`config.mk`:
```
export PLATFORM = sky130hd
export DESIGN_NAME = int_matrix_multiply_4x4
export DESIGN_NICKNAME = d
export VERILOG_FILES = /design/src/rtl/imm4x4_pkg.sv /design/src/rtl/imm4x4_store.sv /design/src/rtl/imm4x4_mac.sv /design/src/rtl/imm4x4_ctrl.sv /design/src/rtl/int_matrix_multiply_4x4.sv
export SDC_FILE = /design/constraint.sdc
export NUM_CORES = 2
export LEC_CHECK = 0
export CAP_MARGIN = 20
export CORE_AREA = 2 2 372 374
export CTS_BUF_LIST = sky130_fd_sc_hd__clkbuf_4
export DETAILED_ROUTE_END_ITERATION = 10
export DIE_AREA = 0 0 374 376
export DONT_BUFFER_PORTS = 1
export GPL_ROUTABILITY_DRIVEN = 0
export PLACE_DENSITY = 0.64
export SYNTH_ARGS = -nofsm -noshare
export SYNTH_HDL_FRONTEND = slang
export SYNTH_SLANG_ARGS = --single-unit
```
`constraint.sdc`:
```
create_clock -name clk -period 8.25 [get_ports clk]
set_input_delay 1.2375 -clock clk [delete_from_list [all_inputs] [get_ports clk]]
set_output_delay 1.2375 -clock clk [all_outputs]
set_load 0.02 [all_outputs]
```
`src/rtl/imm4x4_pkg.sv`:
```
package imm4x4_pkg;

    localparam int WORD_W = 32;

    typedef enum logic [1:0] {
        ST_LOAD,
        ST_ISSUE,
        ST_DRAIN,
        ST_PUSH
    } state_t;

    // Tag that travels down the multiply-accumulate pipe with each term
    typedef struct packed {
        logic vld;
        logic first;
        logic last;
    } mac_req_t;

endpackage

```
`src/rtl/imm4x4_store.sv`:
```
module imm4x4_store import imm4x4_pkg::*; #(
    parameter int DEPTH = 16,
    parameter int AW    = 4
) (
    input  logic              clk,
    input  logic              wr_a,
    input  logic              wr_b,
    input  logic [AW-1:0]     wr_addr,
    input  logic [WORD_W-1:0] wr_data,
    input  logic [AW-1:0]     rd_addr_a,
    input  logic [AW-1:0]     rd_addr_b,
    output logic [WORD_W-1:0] rd_data_a,
    output logic [WORD_W-1:0] rd_data_b
);

    logic [WORD_W-1:0] mem_a [DEPTH];
    logic [WORD_W-1:0] mem_b [DEPTH];

    always_ff @(posedge clk)
    begin
        if (wr_a)
        begin
            mem_a[wr_addr] <= wr_data;
        end
        if (wr_b)
        begin
            mem_b[wr_addr] <= wr_data;
        end
        rd_data_a <= mem_a[rd_addr_a];
        rd_data_b <= mem_b[rd_addr_b];
    end

endmodule

```
`src/rtl/imm4x4_mac.sv`:
```
module imm4x4_mac import imm4x4_pkg::*; (
    input  logic              clk,
    input  logic              rst_n,
    input  mac_req_t          req,
    input  logic [WORD_W-1:0] a_data,
    input  logic [WORD_W-1:0] b_data,
    output logic [WORD_W-1:0] acc,
    output logic              done
);

    mac_req_t          s1_reg;
    mac_req_t          s2_reg;
    logic [WORD_W-1:0] prod_reg;
    logic [WORD_W-1:0] prod_next;
    logic [WORD_W-1:0] acc_reg;
    logic [WORD_W-1:0] acc_next;
    logic              done_reg;
    logic              done_next;

    // Low word of the product is the same for signed and unsigned operands
    assign prod_next = a_data * b_data;
    assign acc_next  = (s2_reg.first ? '0 : acc_reg) + prod_reg;
    assign done_next = s2_reg.vld & s2_reg.last;

    always_ff @(posedge clk or negedge rst_n)
    begin
        if (!rst_n)
        begin
            s1_reg   <= '0;
            s2_reg   <= '0;
            done_reg <= 1'b0;
        end
        else
        begin
            s1_reg   <= req;
            s2_reg   <= s1_reg;
            done_reg <= done_next;
        end
    end

    always_ff @(posedge clk)
    begin
        if (s1_reg.vld)
        begin
            prod_reg <= prod_next;
        end
        if (s2_reg.vld)
        begin
            acc_reg <= acc_next;
        end
    end

    assign acc  = acc_reg;
    assign done = done_reg;

endmodule

```
`src/rtl/imm4x4_ctrl.sv`:
```
module imm4x4_ctrl import imm4x4_pkg::*; #(
    parameter int DIM = 4,
    parameter int AW  = 4
) (
    input  logic          clk,
    input  logic          rst_n,
    input  logic          in_valid,
    output logic          in_stall,
    input  logic          out_free,
    input  logic          mac_done,
    output logic          wr_a,
    output logic          wr_b,
    output logic [AW-1:0] wr_addr,
    output logic [AW-1:0] rd_addr_a,
    output logic [AW-1:0] rd_addr_b,
    output mac_req_t      req,
    output logic          push,
    output logic          push_last
);

    localparam int CELLS = DIM * DIM;
    localparam int LW    = $clog2(2 * CELLS);
    localparam int CW    = $clog2(DIM);

    state_t        state_reg;
    state_t        state_next;
    logic [LW-1:0] cnt_reg;
    logic [LW-1:0] cnt_next;
    logic [CW-1:0] r_reg;
    logic [CW-1:0] r_next;
    logic [CW-1:0] c_reg;
    logic [CW-1:0] c_next;
    logic [CW-1:0] k_reg;
    logic [CW-1:0] k_next;
    logic          accept;
    logic          is_b;
    logic          last_cell;

    assign accept    = in_valid & ~in_stall;
    assign is_b      = cnt_reg >= LW'(CELLS);
    assign last_cell = (r_reg == CW'(DIM - 1)) && (c_reg == CW'(DIM - 1));

    assign wr_a      = accept & ~is_b;
    assign wr_b      = accept & is_b;
    assign wr_addr   = is_b ? AW'(cnt_reg - LW'(CELLS)) : cnt_reg[AW-1:0];
    assign rd_addr_a = AW'(r_reg) * AW'(DIM) + AW'(k_reg);
    assign rd_addr_b = AW'(k_reg) * AW'(DIM) + AW'(c_reg);

    always_ff @(posedge clk or negedge rst_n)
    begin
        if (!rst_n)
        begin
            state_reg <= ST_LOAD;
            cnt_reg   <= '0;
            r_reg     <= '0;
            c_reg     <= '0;
            k_reg     <= '0;
        end
        else
        begin
            state_reg <= state_next;
            cnt_reg   <= cnt_next;
            r_reg     <= r_next;
            c_reg     <= c_next;
            k_reg     <= k_next;
        end
    end

    always_comb
    begin
        state_next = state_reg;
        cnt_next   = cnt_reg;
        r_next     = r_reg;
        c_next     = c_reg;
        k_next     = k_reg;
        in_stall   = 1'b1;
        req        = '0;
        push       = 1'b0;
        push_last  = 1'b0;
        unique case (state_reg)
            ST_LOAD:
            begin
                in_stall = 1'b0;
                if (in_valid)
                begin
                    if (cnt_reg == LW'(2 * CELLS - 1))
                    begin
                        cnt_next   = '0;
                        r_next     = '0;
                        c_next     = '0;
                        k_next     = '0;
                        state_next = ST_ISSUE;
                    end
                    else
                    begin
                        cnt_next = cnt_reg + 1'b1;
                    end
                end
            end
            ST_ISSUE:
            begin
                req.vld   = 1'b1;
                req.first = (k_reg == '0);
                req.last  = (k_reg == CW'(DIM - 1));
                if (k_reg == CW'(DIM - 1))
                begin
                    k_next     = '0;
                    state_next = ST_DRAIN;
                end
                else
                begin
                    k_next = k_reg + 1'b1;
                end
            end
            ST_DRAIN:
            begin
                if (mac_done)
                begin
                    state_next = ST_PUSH;
                end
            end
            ST_PUSH:
            begin
                // hold the sum until the output register can take it
                if (out_free)
                begin
                    push      = 1'b1;
                    push_last = last_cell;
                    if (last_cell)
                    begin
                        r_next     = '0;
                        c_next     = '0;
                        state_next = ST_LOAD;
                    end
                    else
                    begin
                        state_next = ST_ISSUE;
                        if (c_reg == CW'(DIM - 1))
                        begin
                            c_next = '0;
                            r_next = r_reg + 1'b1;
                        end
                        else
                        begin
                            c_next = c_reg + 1'b1;
                        end
                    end
                end
            end
            default:
            begin
                state_next = ST_LOAD;
            end
        endcase
    end

endmodule

```
`src/rtl/int_matrix_multiply_4x4.sv`:
```
// Channel  | Handshake           | Payload
// ---------+---------------------+------------------------------
// input    | in_valid, in_stall  | element (A then B, row-major)
// output   | out_valid, out_stall| product, last_out (C, row-major)
//
// Loading accepts one element per cycle, 2*DIM*DIM transfers in all.
// After the last element of B, each element of C takes DIM reads of the two stores,
// then the multiply and accumulate stages.
// Input is stalled from the last B transfer until the final C element is registered.
// rst_n clears the load count and the sequencer; store contents are kept.
// A stalled output holds the sequencer in its push state.
module int_matrix_multiply_4x4 import imm4x4_pkg::*; #(
    parameter int DIM = 4
) (
    input  logic        clk,
    input  logic        rst_n,
    input  logic        in_valid,
    output logic        in_stall,
    input  logic [31:0] element,
    output logic        out_valid,
    input  logic        out_stall,
    output logic [31:0] product,
    output logic        last_out
);

    localparam int CELLS = DIM * DIM;
    localparam int AW    = $clog2(CELLS);

    logic              wr_a;
    logic              wr_b;
    logic [AW-1:0]     wr_addr;
    logic [AW-1:0]     rd_addr_a;
    logic [AW-1:0]     rd_addr_b;
    logic [WORD_W-1:0] rd_data_a;
    logic [WORD_W-1:0] rd_data_b;
    mac_req_t          req;
    logic [WORD_W-1:0] acc;
    logic              mac_done;
    logic              push;
    logic              push_last;
    logic              out_free;
    logic              out_valid_reg;
    logic              last_reg;
    logic [WORD_W-1:0] product_reg;

    assign out_free = ~out_valid_reg | ~out_stall;

    imm4x4_ctrl #(
        .DIM (DIM),
        .AW  (AW)
    ) u_ctrl (
        .clk       (clk),
        .rst_n     (rst_n),
        .in_valid  (in_valid),
        .in_stall  (in_stall),
        .out_free  (out_free),
        .mac_done  (mac_done),
        .wr_a      (wr_a),
        .wr_b      (wr_b),
        .wr_addr   (wr_addr),
        .rd_addr_a (rd_addr_a),
        .rd_addr_b (rd_addr_b),
        .req       (req),
        .push      (push),
        .push_last (push_last)
    );

    imm4x4_store #(
        .DEPTH (CELLS),
        .AW    (AW)
    ) u_store (
        .clk       (clk),
        .wr_a      (wr_a),
        .wr_b      (wr_b),
        .wr_addr   (wr_addr),
        .wr_data   (element),
        .rd_addr_a (rd_addr_a),
        .rd_addr_b (rd_addr_b),
        .rd_data_a (rd_data_a),
        .rd_data_b (rd_data_b)
    );

    imm4x4_mac u_mac (
        .clk    (clk),
        .rst_n  (rst_n),
        .req    (req),
        .a_data (rd_data_a),
        .b_data (rd_data_b),
        .acc    (acc),
        .done   (mac_done)
    );

    always_ff @(posedge clk or negedge rst_n)
    begin
        if (!rst_n)
        begin
            out_valid_reg <= 1'b0;
        end
        else if (push)
        begin
            out_valid_reg <= 1'b1;
        end
        else if (~out_stall)
        begin
            out_valid_reg <= 1'b0;
        end
    end

    always_ff @(posedge clk)
    begin
        if (push)
        begin
            product_reg <= acc;
            last_reg    <= push_last;
        end
    end

    assign out_valid = out_valid_reg;
    assign product   = product_reg;
    assign last_out  = last_reg;

endmodule

```
**After elaboration in Yosys (flattened, before gate mapping)**

Memories as Yosys holds them, arrays and structs flattened. A register that Yosys moved wholly into a read port is not among the register bits.
Cells that the tools add are included.
W data, S select, Z words.

- Register bits: 118
- Memory bits (writable): 1024
- Input bits: 36
- Output and inout port bits: 35
- Word-level logic and storage cells: 94
- Memories: 2

- Add/sub/neg operators: 8
- $mul: 1
- $lt $le $gt $ge: 1
- Equality and inequality tests: 14
- Muxes and demuxes: 32
- Bitwise operators: 8
- Reductions and logical operators: 11

Memory list:

| memory | depth | width | rd ports | clocked after memory_dff | wr ports | line | RTL |
|---|---|---|---|---|---|---|---|
| u_store.mem_a | 16 | 32 | 1 | 1 | 1 | imm4x4_store.sv:16 | `logic [WORD_W-1:0] mem_a [DEPTH];` |
| u_store.mem_b | 16 | 32 | 1 | 1 | 1 | imm4x4_store.sv:17 | `logic [WORD_W-1:0] mem_b [DEPTH];` |

Operators with widths:

| cell | count |
|---|---|
| $add A32 B32 Y32 | 1 |
| $mul A32 B32 Y32 | 1 |
| $mux W32 | 1 |
| $mux W2 | 14 |
| $pmux W2 S2 | 3 |
| $eq A2 B2 Y1 const B | 5 |
| $mux W1 | 10 |
| $reduce_and A5 Y1 | 2 |
| $add A4 B2 Y4 | 2 |
| $pmux W2 S4 | 1 |
| $add A2 B1 Y2 const B | 3 |
| $ne A2 B1 Y1 const B | 3 |
| $ne A2 B2 Y1 const B | 3 |
| $add A5 B1 Y5 const B | 1 |
| $eq A5 B5 Y1 const B | 1 |
| $ge A5 B5 Y1 const B | 1 |
| $mux W5 | 1 |
| $and A1 B1 Y1 | 4 |
| $logic_not A2 Y1 | 2 |
| $mux W4 | 1 |
| $reduce_and A2 Y1 | 2 |
| $reduce_and A4 Y1 | 1 |
| $reduce_bool A2 Y1 | 2 |
| $sub A4 B1 Y4 const B | 1 |
| 7 further kinds | 9 |

**Logic depth before layout (Yosys ltp)**

- Depth in word-level cells: 5
- Mapped depth: 26
- Depth with buffers taken out: 24

**Modules after synthesis**

From an unflattened synthesis, not the netlist that was laid out.

- Cells, all modules: 3852
- Area total of the unflattened synthesis: 60969.7 um^2

By module, submodules not included:

| module | times used | cells each | area each (um^2) | sequential area each (um^2) |
|---|---|---|---|---|
| imm4x4_store | 1 | 1678 | 39663.0 | 32030.7 |
| imm4x4_mac | 1 | 2054 | 19384.8 | 2097.0 |
| int_matrix_multiply_4x4 | 1 | 36 | 1027.2 | 1016.0 |
| imm4x4_ctrl | 1 | 84 | 894.6 | 325.3 |

**Worst setup path before layout**

No wires, ideal clock.

- Path type: reg-to-reg
- Start point: register u_store.rd_data_a[12], read port of u_store.mem_a
- End point: register u_mac.prod_reg[28], data pin
- Library setup time: 0.180 ns
- Arrival time: 6.620 ns
- Data required time: 8.070 ns
- Path slack: 1.449 ns
- Cell stages (with the launch flop): 25
- Buffers on the path: 2
- Period minus slack after synthesis: 6.801 ns
- Cell sequence: dfxtp_1 clkbuf_1 clkbuf_1 and2_1 fa_1 fa_1 fa_1 inv_1 fa_1 inv_1 fa_1 inv_1 fa_1 inv_1 fa_1 fa_1 ha_1 nand3_2 or3_1 nor2_1 o211ai_1 a41oi_2 nor2_1 or4_1 o311ai_1

- Longest elaborated chain between the ends: 1

Ends and longest elaborated chain:

| element | line | RTL |
|---|---|---|
| start, declared | imm4x4_store.sv:12 | `output logic [WORD_W-1:0] rd_data_a,` |
| $mul A32 B32 Y32 | imm4x4_mac.sv:21 | `assign prod_next = a_data * b_data;` |
| named net u_mac.prod_next[28] | imm4x4_mac.sv:14 | `logic [WORD_W-1:0] prod_next;` |
| end signal, assigned | imm4x4_mac.sv:45 | `prod_reg <= prod_next;` |
| end, declared | imm4x4_mac.sv:13 | `logic [WORD_W-1:0] prod_reg;` |

The timed path passes the listed nets, and every way through them passes these cells.
A chain may end at the register's enable or synchronous reset.

**Worst setup path after layout**

- Start point: register u_store.rd_data_b[5], read port of u_store.mem_b
- End point: register u_mac.prod_reg[26], data pin

- Longest elaborated chain between the ends: 1

Ends and longest elaborated chain:

| element | line | RTL |
|---|---|---|
| start, declared | imm4x4_store.sv:13 | `output logic [WORD_W-1:0] rd_data_b` |
| $mul A32 B32 Y32 | imm4x4_mac.sv:21 |  |
| named net u_mac.prod_next[26] | imm4x4_mac.sv:14 |  |

The timed path passes the listed nets, and every way through them passes these cells.

==> metrics.txt <==
DRC viols=0; Mapped Cells=3686; Yosys reg bits=1206; Final nets=4598; clock tree root buffer cell=clkbuf_4; post-synth cell types=66; CP max stage delay=0.84 ns; via density per instance=5.449; CP Max Fanout=27; # IOs=71; crit path kind=reg -> reg; min-delay worst type=in -> reg; Post-synth EDFFs=1121; syn nets=4298; number of global-route vias before repair=35630; hold endpoint=u_store.mem_a[13][1]; Worst Tran Pin Value=1.153 ns; unrepaired setup endpoints after global routing=no; Regs by FF count=u_store.mem_a (512), u_store.mem_b (512); vias=32630; chip height=376 microns; Longest Clk Path Bufs=4; FF-to-FF Start=u_store.rd_data_b[5]; Routed Antenna Nets=0; top cell type's share of synthesized area=55.04%; TritonCTS clock tree=done; syn avg cell area=16.59 sq um; final hold viol count=0; Hold Crit Start=element[1]; Async S/R FF share, synth=1.741%; hold path cells=0; # resized after CTS=0; status=completed; die span in x=374 microns; Reg2Reg Depth=22; Fmax=135.0 MHz; Clk pin slew, worst setup/hold paths=0.06 ns; Pins Over Slew Limit=0; Fin Clk Skew=0.07098 ns; std cell rows=136; critical-path cell list=and2_1 -> fa_1 -> fa_1 -> fa_1 -> inv_1 -> fa_1 -> inv_1 -> fa_1 -> inv_1 -> fa_1 -> inv_1 -> fa_1 -> fa_1 -> ha_1 -> nand3_2 -> or3_1 -> nor2_1 -> o211ai_1 -> a41oi_2 -> o21ai_0 -> and2b_1 -> xnor2_1; die area=0.1406 sq mm; H-tree Lvls=5; largest area contributor in the netlist=edfxtp_1; min Tclk post-route=7.410 ns; clock latency on the worst-skew pair=1.23 ns; fin area=0.06804 sq mm; TritonCTS Buffers=326; Initial Utilization=44.76%; Critical Path AT=8.38 ns; CP bufs+invs=4; commonest non-fill, non-tap cells in the layout=edfxtp_1, clkbuf_4, fa_1, inv_1, and2_1; Final setup viols=0; R2R Setup Slk=0.84 ns; final wirelength=149600 microns; cell family with most CP delay=adder cells; Setup Buffers After CTS=0; core area=0.1366 sq mm; Final period util=89.82%; P&R area growth vs syn=11.26%; Top cell by count, worst path=fa_1; relative slew slack=23.02%; most common cell after layout, fill and taps aside=edfxtp_1; first-pass GRT wire length=225800 microns; largest net degree at the start of global routing=105; slowest CP cell=dfxtp_1; Setup TNS=0 ns; Syn. warnings=0; Routed wire per std cell=24.98 microns; detailed placement HPWL=92360 microns; Starting DRT DRC Count=2792; clk sink count=1206; Post-Place Cell Area=0.06364 sq mm; ys flop type=edfxtp_1; GRT overflow=0; Hold WS=0.1304 ns; sequential-to-total area share from yosys stat=58.00%; input/output buffers=0; GRT Resource Usage Total=21.82%; share of layout cells above drive strength 1=22.35%; CP required=9.22 ns; mapped cell area=0.06116 sq mm; startpoint types=flop; Max Cap Viol=0; worst r2r dst=u_mac.prod_reg[26]; antenna violations before repair=11; router iterations before antenna repair=6; Worst Setup End Kind=flop; top cells by area, synth=edfxtp_1, fa_1, mux4_2
stage by stage:
stage / cells / setup WS [ns] / util [%]
2_1_floorplan: 3686 / 1.449 / -
3_3_place_gp: 5398 / 0.9756 / 46.58
3_5_place_dp: 5398 / 0.8077 / 46.58
4_1_cts: 5969 / 0.8008 / 49.65
5_1_grt: 5981 / 0.5161 / 49.78
6_report: 5988 / 0.8398 / 49.80
timing repair:
| item | 4_1_cts | 5_1_grt |
|---|---|---|
| hold buffers | 46 | 0 |
| setup endpoints to repair | 0 | 0 |
| hold endpoints to repair | 759 | 0 |
how the worst max path moves through the flow:
stage	cells past startpoint	to	start	slack, ns
detailed placement	22	u_mac.prod_reg[26]	u_store.rd_data_b[5]	0.81
global placement	22	u_mac.prod_reg[28]	u_store.rd_data_a[13]	0.98
floorplan	24	u_mac.prod_reg[28]	u_store.rd_data_a[12]	1.45
finish	22	u_mac.prod_reg[26]	u_store.rd_data_b[5]	0.84
global route	22	u_mac.prod_reg[26]	u_store.rd_data_b[5]	0.52
CTS	22	u_mac.prod_reg[26]	u_store.rd_data_b[5]	0.80
final cells by class:
cell class | instances | area (sq um)
fill | 11420 | 68600
sequential | 1206 | 35490
multi-input combinational | 1916 | 23790
clock buffer | 454 | 3408
tap | 1794 | 2245
inverter | 404 | 1516
timing repair buffer | 132 | 1246
clock inverter | 71 | 327.8
antenna | 11 | 27.53
cell usage after synthesis (all sizes together) (37+ instances only):
| master | n |
|---|---|
| inv | 404 |
| ha | 167 |
| nor2 | 63 |
| xnor2 | 85 |
| buf | 40 |
| dfxtp | 64 |
| a21oi | 45 |
| nor2b | 37 |
| nand2 | 210 |
| fa | 409 |
| mux4 | 320 |
| and2 | 368 |
| clkbuf | 120 |
| edfxtp | 1121 |
logic make-up after synthesis:
group | share of synthesized area [%]
XOR/XNOR | 1.590
AO/OA/AOI/OAI | 1.780
multiplexers | 11.87
buffers and inverters | 3.501
flip-flops | 58.00
adder cells (fa/ha/maj) | 16.81
AND/OR/NAND/NOR | 6.453
layer usage:
metal / up-vias / wire [microns] / part of all wire [%] / global-route usage [%]
met5: - / 20 / 0.013 / 0
met4: 2 / 3644 / 2.4 / 7.211
met3: 206 / 9431 / 6.3 / 4.144
met2: 1080 / 76010 / 51 / 37.08
met1: 17300 / 60460 / 40 / 28.34
li1: 14040 / - / - / -
worst reg2reg max path, stage by stage, from the launching register on:
cell and delay [ns]:
dfxtp_1 0.84, and2_1 0.27, fa_1 0.43, fa_1 0.50, fa_1 0.51, inv_1 0.05
fa_1 0.50, inv_1 0.07, fa_1 0.52, inv_1 0.06, fa_1 0.53, inv_1 0.05
fa_1 0.49, fa_1 0.41, ha_1 0.37, nand3_2 0.11, or3_1 0.34, nor2_1 0.11
o211ai_1 0.15, a41oi_2 0.34, o21ai_0 0.17, and2b_1 0.20, xnor2_1 0.12
Power is left out: the tool's default activity adds up to more than one toggle a clock period on the data nets, which glitch-free logic cannot reach.
